`src/hdl/rgb5a3_pkg.sv`:
```
package rgb5a3_pkg;

	// Image geometry bounds
	localparam int MAX_TILES_PER_SIDE = 256;
	localparam int TILE_CNT_W         = $clog2(MAX_TILES_PER_SIDE);
	localparam int COORD_W            = TILE_CNT_W + 2;
	localparam int CFG_W              = 9;
	localparam int PIX_IDX_W          = 20;
	localparam int TEXEL_W            = 16;
	localparam int PIXEL_W            = 32;

	// Queue between front and back
	localparam int QUEUE_DEPTH = 2;
	localparam int QPTR_W      = $clog2(QUEUE_DEPTH);
	localparam int QCNT_W      = $clog2(QUEUE_DEPTH + 1);

	// Configuration register indexes
	typedef enum logic [0:0] {
		CFG_WIDTH_TILES  = 1'b0,
		CFG_HEIGHT_TILES = 1'b1
	} cfg_reg_t;

	// One classified texel on its way to the back end
	typedef struct packed {
		logic [TEXEL_W-1:0] texel;
		logic [COORD_W-1:0] x;
		logic [COORD_W-1:0] y;
		logic [CFG_W-1:0]   w_eff;
		logic               last;
	} texel_item_t;

endpackage

```
`src/hdl/rgb5a3_front.sv`:
```
module rgb5a3_front
	import rgb5a3_pkg::*;
(
	input  logic               clk,
	input  logic               arst_n,
	input  logic               cfg_we,
	input  logic [0:0]         cfg_index,
	input  logic [CFG_W-1:0]   cfg_data,
	input  logic               in_valid,
	output logic               in_ready,
	input  logic [TEXEL_W-1:0] texel,
	input  logic               q_full,
	output logic               push,
	output texel_item_t        push_item
);

	logic [CFG_W-1:0]      width_q;
	logic [CFG_W-1:0]      height_q;
	logic [1:0]            sub_x_q;
	logic [1:0]            sub_y_q;
	logic [TILE_CNT_W-1:0] tile_col_q;
	logic [TILE_CNT_W-1:0] tile_row_q;

	logic [CFG_W-1:0]      w_eff;
	logic [CFG_W-1:0]      h_eff;
	logic [TILE_CNT_W:0]   col_inc;
	logic [TILE_CNT_W:0]   row_inc;
	logic                  tile_done;

	// Clamp a tile count to 1..MAX
	function automatic logic [CFG_W-1:0] clamp_tiles(input logic [CFG_W-1:0] v);
		logic [CFG_W-1:0] r;
		r = v;
		if (v == '0)
			r = CFG_W'(1);
		else if (v > CFG_W'(MAX_TILES_PER_SIDE))
			r = CFG_W'(MAX_TILES_PER_SIDE);
		return r;
	endfunction

	assign w_eff = clamp_tiles(width_q);
	assign h_eff = clamp_tiles(height_q);

	assign in_ready = !q_full;
	assign push     = in_valid && in_ready;

	assign col_inc   = {1'b0, tile_col_q} + (TILE_CNT_W+1)'(1);
	assign row_inc   = {1'b0, tile_row_q} + (TILE_CNT_W+1)'(1);
	assign tile_done = (sub_x_q == 2'd3) && (sub_y_q == 2'd3);

	// Classify: position and end-of-image flag
	always_comb begin
		push_item.texel = texel;
		push_item.x     = {tile_col_q, sub_x_q};
		push_item.y     = {tile_row_q, sub_y_q};
		push_item.w_eff = w_eff;
		push_item.last  = tile_done &&
			(CFG_W'(tile_col_q) == w_eff - CFG_W'(1)) &&
			(CFG_W'(tile_row_q) == h_eff - CFG_W'(1));
	end

	// Configuration registers
	always_ff @(posedge clk or negedge arst_n) begin
		if (!arst_n) begin
			width_q  <= CFG_W'(1);
			height_q <= CFG_W'(1);
		end else if (cfg_we) begin
			unique case (cfg_reg_t'(cfg_index))
				CFG_WIDTH_TILES:  width_q  <= cfg_data;
				CFG_HEIGHT_TILES: height_q <= cfg_data;
				default: ;
			endcase
		end
	end

	// Tile walk counters, advance once per transaction
	always_ff @(posedge clk or negedge arst_n) begin
		if (!arst_n) begin
			sub_x_q    <= '0;
			sub_y_q    <= '0;
			tile_col_q <= '0;
			tile_row_q <= '0;
		end else if (push) begin
			sub_x_q <= sub_x_q + 2'd1;
			if (sub_x_q == 2'd3)
				sub_y_q <= sub_y_q + 2'd1;
			if (tile_done) begin
				if (CFG_W'(col_inc) >= w_eff) begin
					tile_col_q <= '0;
					if (CFG_W'(row_inc) >= h_eff)
						tile_row_q <= '0;
					else
						tile_row_q <= row_inc[TILE_CNT_W-1:0];
				end else begin
					tile_col_q <= col_inc[TILE_CNT_W-1:0];
				end
			end
		end
	end

endmodule

```
`src/hdl/rgb5a3_queue.sv`:
```
module rgb5a3_queue
	import rgb5a3_pkg::*;
(
	input  logic        clk,
	input  logic        arst_n,
	input  logic        push,
	input  texel_item_t push_item,
	output logic        full,
	input  logic        pop,
	output logic        pop_valid,
	output texel_item_t pop_item
);

	texel_item_t       slot_q [QUEUE_DEPTH];
	logic [QPTR_W-1:0] wr_ptr_q;
	logic [QPTR_W-1:0] rd_ptr_q;
	logic [QCNT_W-1:0] count_q;

	assign full      = (count_q == QCNT_W'(QUEUE_DEPTH));
	assign pop_valid = (count_q != '0);
	assign pop_item  = slot_q[rd_ptr_q];

	// Storage, no reset needed
	always_ff @(posedge clk) begin
		if (push)
			slot_q[wr_ptr_q] <= push_item;
	end

	// Pointers and fill count
	always_ff @(posedge clk or negedge arst_n) begin
		if (!arst_n) begin
			wr_ptr_q <= '0;
			rd_ptr_q <= '0;
			count_q  <= '0;
		end else begin
			if (push)
				wr_ptr_q <= (wr_ptr_q == QPTR_W'(QUEUE_DEPTH-1)) ? '0 : wr_ptr_q + QPTR_W'(1);
			if (pop)
				rd_ptr_q <= (rd_ptr_q == QPTR_W'(QUEUE_DEPTH-1)) ? '0 : rd_ptr_q + QPTR_W'(1);
			if (push && !pop)
				count_q <= count_q + QCNT_W'(1);
			else if (pop && !push)
				count_q <= count_q - QCNT_W'(1);
		end
	end

endmodule

```
`src/hdl/rgb5a3_back.sv`:
```
module rgb5a3_back
	import rgb5a3_pkg::*;
(
	input  logic                 clk,
	input  logic                 arst_n,
	input  logic                 q_valid,
	input  texel_item_t          q_item,
	output logic                 pop,
	output logic                 out_valid,
	input  logic                 out_ready,
	output logic [PIXEL_W-1:0]   packed_pixel,
	output logic [PIX_IDX_W-1:0] pixel_index,
	output logic                 is_last
);

	// c*255/31 and a*255/7, truncated
	localparam logic [7:0] SCALE5 [32] = '{
		8'd0,   8'd8,   8'd16,  8'd24,  8'd32,  8'd41,  8'd49,  8'd57,
		8'd65,  8'd74,  8'd82,  8'd90,  8'd98,  8'd106, 8'd115, 8'd123,
		8'd131, 8'd139, 8'd148, 8'd156, 8'd164, 8'd172, 8'd180, 8'd189,
		8'd197, 8'd205, 8'd213, 8'd222, 8'd230, 8'd238, 8'd246, 8'd255
	};
	localparam logic [7:0] SCALE3 [8] = '{
		8'd0, 8'd36, 8'd72, 8'd109, 8'd145, 8'd182, 8'd218, 8'd255
	};

	localparam int PROD_W = COORD_W + CFG_W + 2;

	logic                 valid_q;
	logic [PIXEL_W-1:0]   pixel_q;
	logic [PIX_IDX_W-1:0] index_q;
	logic                 last_q;

	logic                 load;
	logic [PIXEL_W-1:0]   pixel_d;
	logic [PROD_W-1:0]    row_base;
	logic [PROD_W-1:0]    index_full;
	logic [TEXEL_W-1:0]   t;

	assign load = !valid_q || out_ready;
	assign pop  = q_valid && load;
	assign t    = q_item.texel;

	// Color expand; 4-bit channels are c*17
	always_comb begin
		if (t[15]) begin
			pixel_d = {8'hFF, SCALE5[t[14:10]], SCALE5[t[9:5]], SCALE5[t[4:0]]};
		end else begin
			pixel_d = {SCALE3[t[14:12]], t[11:8], t[11:8], t[7:4], t[7:4],
				t[3:0], t[3:0]};
		end
	end

	// Linear index: x + y * 4 * width
	assign row_base   = PROD_W'(q_item.y) * PROD_W'({q_item.w_eff, 2'b00});
	assign index_full = row_base + PROD_W'(q_item.x);

	// Output register
	always_ff @(posedge clk or negedge arst_n) begin
		if (!arst_n) begin
			valid_q <= 1'b0;
		end else if (load) begin
			valid_q <= q_valid;
		end
	end

	always_ff @(posedge clk) begin
		if (pop) begin
			pixel_q <= pixel_d;
			index_q <= index_full[PIX_IDX_W-1:0];
			last_q  <= q_item.last;
		end
	end

	assign out_valid    = valid_q;
	assign packed_pixel = pixel_q;
	assign pixel_index  = index_q;
	assign is_last      = last_q;

endmodule

```
`src/hdl/rgb5a3_tiled_texel_decoder.sv`:
```
// Channel   Handshake             Payload
// cfg       cfg_we                cfg_index, cfg_data
// in        in_valid / in_ready   texel
// out       out_valid / out_ready packed_pixel, pixel_index, is_last
//
// One texel per cycle while out_ready is high; output is registered after the queue.
// The front walks the tile counters, a two-entry queue feeds the back end,
// which expands color and forms the index with one 10x11 multiply.
// Reset gives 1x1 tiles and clears counters, queue pointers and output valid.
// in_ready drops only when the queue is full; out stalls back up through the queue.
module rgb5a3_tiled_texel_decoder
	import rgb5a3_pkg::*;
(
	input  logic                 clk,
	input  logic                 arst_n,
	input  logic                 cfg_we,
	input  logic [0:0]           cfg_index,
	input  logic [CFG_W-1:0]     cfg_data,
	input  logic                 in_valid,
	output logic                 in_ready,
	input  logic [TEXEL_W-1:0]   texel,
	output logic                 out_valid,
	input  logic                 out_ready,
	output logic [PIXEL_W-1:0]   packed_pixel,
	output logic [PIX_IDX_W-1:0] pixel_index,
	output logic                 is_last
);

	logic        push;
	texel_item_t push_item;
	logic        q_full;
	logic        pop;
	logic        q_valid;
	texel_item_t q_item;

	rgb5a3_front u_front (
		.clk       (clk),
		.arst_n    (arst_n),
		.cfg_we    (cfg_we),
		.cfg_index (cfg_index),
		.cfg_data  (cfg_data),
		.in_valid  (in_valid),
		.in_ready  (in_ready),
		.texel     (texel),
		.q_full    (q_full),
		.push      (push),
		.push_item (push_item)
	);

	rgb5a3_queue u_queue (
		.clk       (clk),
		.arst_n    (arst_n),
		.push      (push),
		.push_item (push_item),
		.full      (q_full),
		.pop       (pop),
		.pop_valid (q_valid),
		.pop_item  (q_item)
	);

	rgb5a3_back u_back (
		.clk          (clk),
		.arst_n       (arst_n),
		.q_valid      (q_valid),
		.q_item       (q_item),
		.pop          (pop),
		.out_valid    (out_valid),
		.out_ready    (out_ready),
		.packed_pixel (packed_pixel),
		.pixel_index  (pixel_index),
		.is_last      (is_last)
	);

endmodule

```
`config.mk`:
```
export PLATFORM = sky130hd
export DESIGN_NAME = rgb5a3_tiled_texel_decoder
export DESIGN_NICKNAME = d
export VERILOG_FILES = /design/src/hdl/rgb5a3_pkg.sv /design/src/hdl/rgb5a3_front.sv /design/src/hdl/rgb5a3_queue.sv /design/src/hdl/rgb5a3_back.sv /design/src/hdl/rgb5a3_tiled_texel_decoder.sv
export SDC_FILE = /design/constraint.sdc
export NUM_CORES = 1
export LEC_CHECK = 0
export BUFFER_PORTS_ARGS = -buffer_cell sky130_fd_sc_hd__buf_4
export CAP_MARGIN = 10
export CORE_ASPECT_RATIO = 0.9
export CORE_MARGIN = 2
export CORE_UTILIZATION = 40
export DETAILED_ROUTE_END_ITERATION = 12
export GPL_ROUTABILITY_DRIVEN = 0
export MAX_ROUTING_LAYER = met4
export PLACE_DENSITY = 0.64
export SYNTH_ARGS = -nofsm -noshare
export SYNTH_HDL_FRONTEND = slang
export SYNTH_SLANG_ARGS = --single-unit
```
`constraint.sdc`:
```
create_clock -name clk -period 7.2 [get_ports clk]
set_input_delay 0.72 -clock clk [delete_from_list [all_inputs] [get_ports clk]]
set_output_delay 0.72 -clock clk [all_outputs]
set_load 0.05 [all_outputs]
```
==> results of run 1 <==
-- metrics by stage --
step                utilization, %  worst slack [ns]  hold slack [ns]  std cells  area (sq um)
global placement              44.5              1.11            0.482       1497         12900
CTS                           46.5              1.01            0.280       1529         13500
global route                  46.5             0.571            0.311       1529         13500
detailed placement            44.5             0.995            0.510       1497         12900
finish                        46.5              1.06            0.270       1529         13500
floorplan                        -              1.34            0.424       1036         11800
-- sequential cells by signal (all words and copies together) (netlist names), 2 cells and up --
name	count
u_front.sub_x_q	2
u_back.pixel_index	20
u_queue.count_q	2
u_front.sub_y_q	2
u_front.height_q	9
u_queue.slot_q	92
u_back.packed_pixel	29
u_front.tile_row_q	8
u_front.width_q	9
u_front.tile_col_q	8
-- routing by layer --
layer,routed length (um),GRT usage (%),vias up,part of all wire (%)
li1,-,-,3785,-
met1,11600,22.4,3748,50
met2,10600,24.3,127,45
met3,777,2.83,25,3.3
met4,328,4.59,0,1.4
met5,0,-,-,0
-- worst max-delay path by stage --
stage / endpoint / slack (ns) / depth (start not counted)
after floorplan: u_back.pixel_index[18] / 1.34 / 20
after global placement: u_back.pixel_index[18] / 1.11 / 17
after detailed placement: u_back.pixel_index[19] / 0.99 / 17
after CTS: u_back.pixel_index[18] / 1.01 / 17
after global routing: u_back.pixel_index[18] / 0.57 / 16
final: u_back.pixel_index[19] / 1.06 / 17
-- synth_stat cells (3+ instances only) --
| cell | n |
|---|---|
| a211oi_2 | 3 |
| mux2i_1 | 35 |
| or2_2 | 12 |
| nor2b_1 | 10 |
| xor2_1 | 21 |
| buf_6 | 3 |
| o211ai_1 | 5 |
| buf_2 | 11 |
| o22ai_1 | 4 |
| o21a_1 | 10 |
| o221ai_1 | 3 |
| a21oi_1 | 42 |
| mux2_2 | 44 |
| clkbuf_1 | 14 |
| a22o_1 | 4 |
| a31o_2 | 3 |
| ha_1 | 72 |
| a211oi_1 | 5 |
| o31ai_1 | 4 |
| inv_1 | 112 |
| nand4_1 | 6 |
| nor3_1 | 9 |
| a31oi_1 | 3 |
| xnor2_1 | 40 |
| nor4_1 | 4 |
| fa_1 | 57 |
| nand2_1 | 79 |
| and2_1 | 5 |
| or4_1 | 3 |
| o21ai_0 | 28 |
| nand3_1 | 16 |
| o21ai_2 | 3 |
| buf_4 | 3 |
| a21o_1 | 12 |
| dfrtp_1 | 41 |
| nand2b_1 | 19 |
| and3_1 | 9 |
| o21ai_1 | 5 |
| nor2_1 | 86 |
| edfxtp_1 | 142 |
| or3_1 | 4 |
-- cells by family (layout without fill, tap and decap cells) --
| family | after synthesis | after routing | share of synthesized area, % |
|---|---|---|---|
| buffers and inverters | 145 | 242 | 5.00 |
| flip-flops | 185 | 185 | 45.2 |
| AO/OA/AOI/OAI | 159 | 159 | 9.34 |
| AND/OR/NAND/NOR | 276 | 276 | 11.4 |
| multiplexers | 79 | 79 | 7.15 |
| XOR/XNOR | 61 | 61 | 4.52 |
| adder cells (fa/ha/maj) | 131 | 131 | 17.4 |
-- critical path: stages, from the launching register on --
cell	delay, ns
dfrtp_2	0.77
mux2i_1	0.79
nor2_1	0.17
fa_1	0.48
fa_1	0.54
inv_1	0.05
fa_1	0.46
fa_1	0.54
inv_1	0.04
ha_1	0.35
xnor2_1	0.15
ha_1	0.20
or4_1	0.54
o31ai_1	0.33
or2_1	0.21
nor4_4	0.06
nand4_1	0.13
xnor2_1	0.06
-- area by class of cell --
cell class                      instances  area (sq um)  share of cell area, %
Multi-Input combinational cell        706          5900                   43.7
Sequential cell                       185          5340                   39.6
Timing Repair Buffer                   98           736                   5.45
Tap cell                              396           495                   3.67
Clock buffer                           19           443                   3.28
Inverter                              112           420                   3.12
Clock inverter                         13           154                   1.14
==> metrics.yaml, run 1 <==
sta:
  period_share_pct: 85.3
  setup_viol: 0
  maxSlewViolCount: 0
  max-slew-margin-rel_pct: 30.9
  skew_ns: 0.0107
  max_freq_mhz: 163
  max_slew.worst_pin.slew_ns: 1.04
  layout_min_cycle_time_ns: 6.14
  hold_viol: 0
  rsz0062_at_grt: "no"
  setup_tns_ns: 0
clock_tree:
  cts_buffer_depth: 2
  cts_buffers: 17
  cts_setup_buffers: 0
  cts_tree: "built"
  clkTransAtPathRegs_ns: 0.07
  ctsResizeCount: 0
  cts-root-buf: "clkbuf_16"
  clock_sinks: 185
  worstSkewPairLatency_ns: 0.43
  cts_hold_buf: 0
  htree_levels: 4
synth:
  yosysSeqAreaShare_pct: 45.2
  syn_inst: 1036
  yosysTopAreaCell: "edfxtp_1"
  synth_area_leaders: "edfxtp_1 (36%), fa_1 (9.6%), dfrtp_1 (8.7%)"
  post_synth.cell_area_avg_sq_um: 11.4
  synth_cell_types: 78
  syn_nets: 1196
  synthFlopType: "edfxtp_1"
  syn_area_sq_um: 11800
  synth.top_cell.area_share_pct: 36.1
  synth_seq_cells: 185
  synth-edff-count: 142
  async_flop_share_pct: 23.2
  yosysWarnings: 0
floorplanning:
  start_util_pct: 40.8
  die_area_sq_um: 31000
  die_h_um: 167
  die_w_um: 185
  num_io_pins: 86
  core_area_sq_um: 29000
  fp-row-count: 59
place:
  hpwl_um: 17500
  portBuffers: 85
setup_path:
  critPathKind: "register to register"
  endpoint_kind: "register"
  cp-start-kind: "register"
  reg2reg_to: "u_back.pixel_index[19]"
  r2r_setup_slack_ns: 1.06
  cp-startpoint: "u_queue.rd_ptr_q"
  worstPathArrival_ns: 6.33
  crit_required_ns: 7.39
  r2r-start: "u_queue.rd_ptr_q"
  cp_max_fo: 26
  rr_worst_depth: 17
grt:
  grt_pass1_wl_um: 38200
  grt.total_usage_pct: 16.1
  grt_max_degree: 51
  grt-ovfl-total: 0
  antenna_found_initial: 0
  grt_pass1_vias: 7629
finish:
  final_cell_mix: "edfxtp_1 (142), inv_1 (111), buf_4 (98)"
  num_antenna_cells: 0
  nNetsFinal: 1280
  fillers: 2645
  areaGrowthSynthToFinish_pct: 14.1
  final_common_cell: "edfxtp_1"
  drive_gt1_share_pct: 18.8
detailed_routing:
  first_pass_iters: 5
  drt-initial-drc-count: 390
  route.detailed.drc: 0
  ant_nets: 0
  wl_per_cell_um: 15.3
  vias: 7685
  wl_um: 23300
  viasPerCell: 5.03
run:
  cap_violations: 0
run_status:
  outcome: "completed"
worst_hold_path:
  worstHoldPathType: "primary input to asynchronous set/reset pin"
Power of run 1 is not shown: default switching activity piles up to over one toggle a cycle in this logic, so the estimate is an artifact.
==> run 2, diff against run 1 <==
- CORE_ASPECT_RATIO: 0.9 -> not set
- CORE_MARGIN: 2 -> not set
- CORE_UTILIZATION: 40 -> 62
- PLACE_DENSITY: 0.64 -> 0.89
==> metrics.yaml, run 2 (synthesis results as in run 1) <==
clock_tree:
  cts-root-buf: "clkbuf_16"
  cts_buffer_depth: 2
  clkTransAtPathRegs_ns: 0.07
  cts_buffers: 17
  worstSkewPairLatency_ns: 0.43
  cts_setup_buffers: 0
  cts_tree: "built"
  cts_hold_buf: 0
  clock_sinks: 185
  htree_levels: 4
  ctsResizeCount: 0
sta:
  skew_ns: 0.0115
  max-slew-margin-rel_pct: 25.6
  maxSlewViolCount: 0
  period_share_pct: 87.4
  setup_viol: 0
  rsz0062_at_grt: "no"
  layout_min_cycle_time_ns: 6.29
  setup_tns_ns: 0
  max_freq_mhz: 159
  max_slew.worst_pin.slew_ns: 1.12
  hold_viol: 0
finish:
  drive_gt1_share_pct: 18.7
  nNetsFinal: 1279
  final_common_cell: "edfxtp_1"
  num_antenna_cells: 0
  fillers: 1210
  areaGrowthSynthToFinish_pct: 12.1
  largest-register: "u_queue.slot_q"
  largest_reg_flops: 92
  final_cell_mix: "edfxtp_1 (142), inv_1 (111), buf_4 (97)"
  final_util_pct: 70.9
worst_hold_path:
  worstHoldPathType: "primary input to asynchronous set/reset pin"
setup_path:
  cp-start-kind: "register"
  r2r_setup_slack_ns: 0.91
  crit_required_ns: 7.38
  reg2reg_to: "u_back.pixel_index[19]"
  r2r-start: "u_queue.rd_ptr_q"
  critPathKind: "register to register"
  worstPathArrival_ns: 6.48
  rr_worst_depth: 17
  endpoint_kind: "register"
  cp_max_fo: 25
floorplanning:
  die_area_sq_um: 19600
  fp-row-count: 50
  start_util_pct: 63.2
  die_w_um: 140
  core_area_sq_um: 18700
  die_h_um: 140
  num_io_pins: 86
grt:
  grt_max_degree: 51
  top_usage_layer: "met2"
  grt.total_usage_pct: 26.9
  antenna_found_initial: 0
  grt-ovfl-total: 0
  use_met1_pct: 33.3
  grtUsageMet2_pct: 45.4
  grt_pass1_vias: 8064
  met3_usage_pct: 3.69
  grt_pass1_wl_um: 39800
detailed_routing:
  route.detailed.drc: 0
  first_pass_iters: 5
  ant_nets: 0
  wl_per_cell_um: 17.7
  wl_um: 24100
  viasPerCell: 5.91
  vias: 8076
  drt-initial-drc-count: 733
run:
  cap_violations: 0
run_status:
  outcome: "completed"
place:
  hpwl_um: 17200
  portBuffers: 85
[run 2: cell count changes in the layout (fill, tap and decap cells not counted)]
cell,delta
buf_4,-1
clkinv_8,-1
bufinv_16,-1
clkbuf_16,+1
clkinvlp_4,+1
clkinv_2,+1
inv_8,-1
[run 2: per-stage QoR]
stage / cells / hold slack, ns / cell area (sq um) / setup slack, ns
floorplan: 1036 / 0.424 / 11800 / 1.34
global placement: 1334 / 0.478 / 12700 / 1.18
detailed placement: 1334 / 0.488 / 12700 / 0.996
CTS: 1366 / 0.290 / 13300 / 0.976
global route: 1366 / 0.311 / 13300 / 0.521
finish: 1366 / 0.277 / 13300 / 0.910
[run 2: final cells by class]
class | instances | area [sq um] | area share, %
repair buffers | 97 | 728 | 5.49
clock inverters | 12 | 109 | 0.821
clock buffers | 20 | 468 | 3.53
multi-input cells | 706 | 5900 | 44.5
inverters | 112 | 420 | 3.17
flip-flops and latches | 185 | 5340 | 40.3
well taps | 234 | 293 | 2.21
[run 2: layer usage]
metal | wire length (um) | vias up
li1 | - | 3788
met1 | 10000 | 3918
met2 | 12300 | 322
met3 | 1300 | 48
met4 | 527 | 0
met5 | 0 | -
[run 2: worst max-delay path by stage]
| stage | startpoint | endpoint | slack [ns] | depth (start not counted) |
|---|---|---|---|---|
| 3_5_place_dp | u_queue.rd_ptr_q | u_back.pixel_index[17] | 1.0 | 17 |
| 4_1_cts | u_queue.rd_ptr_q | u_back.pixel_index[17] | 0.98 | 17 |
| 2_1_floorplan | u_queue.rd_ptr_q | u_back.pixel_index[18] | 1.34 | 20 |
| 3_3_place_gp | u_queue.rd_ptr_q | u_back.pixel_index[19] | 1.18 | 17 |
| 5_1_grt | u_queue.rd_ptr_q | u_back.pixel_index[18] | 0.52 | 18 |
| 6_report | u_queue.rd_ptr_q | u_back.pixel_index[19] | 0.91 | 17 |
[run 2: critical path, stage by stage, from the launching register on]
cell	delay, ns
dfrtp_2	0.78
mux2i_1	0.79
nor2_1	0.17
fa_1	0.48
fa_1	0.55
inv_1	0.05
fa_1	0.46
fa_1	0.54
inv_1	0.04
ha_1	0.37
xnor2_1	0.18
ha_1	0.22
or4_1	0.53
o31ai_1	0.38
or2_1	0.23
nor4_4	0.06
nand4_1	0.13
xnor2_1	0.07
Power of run 2 is left out for the same reason.
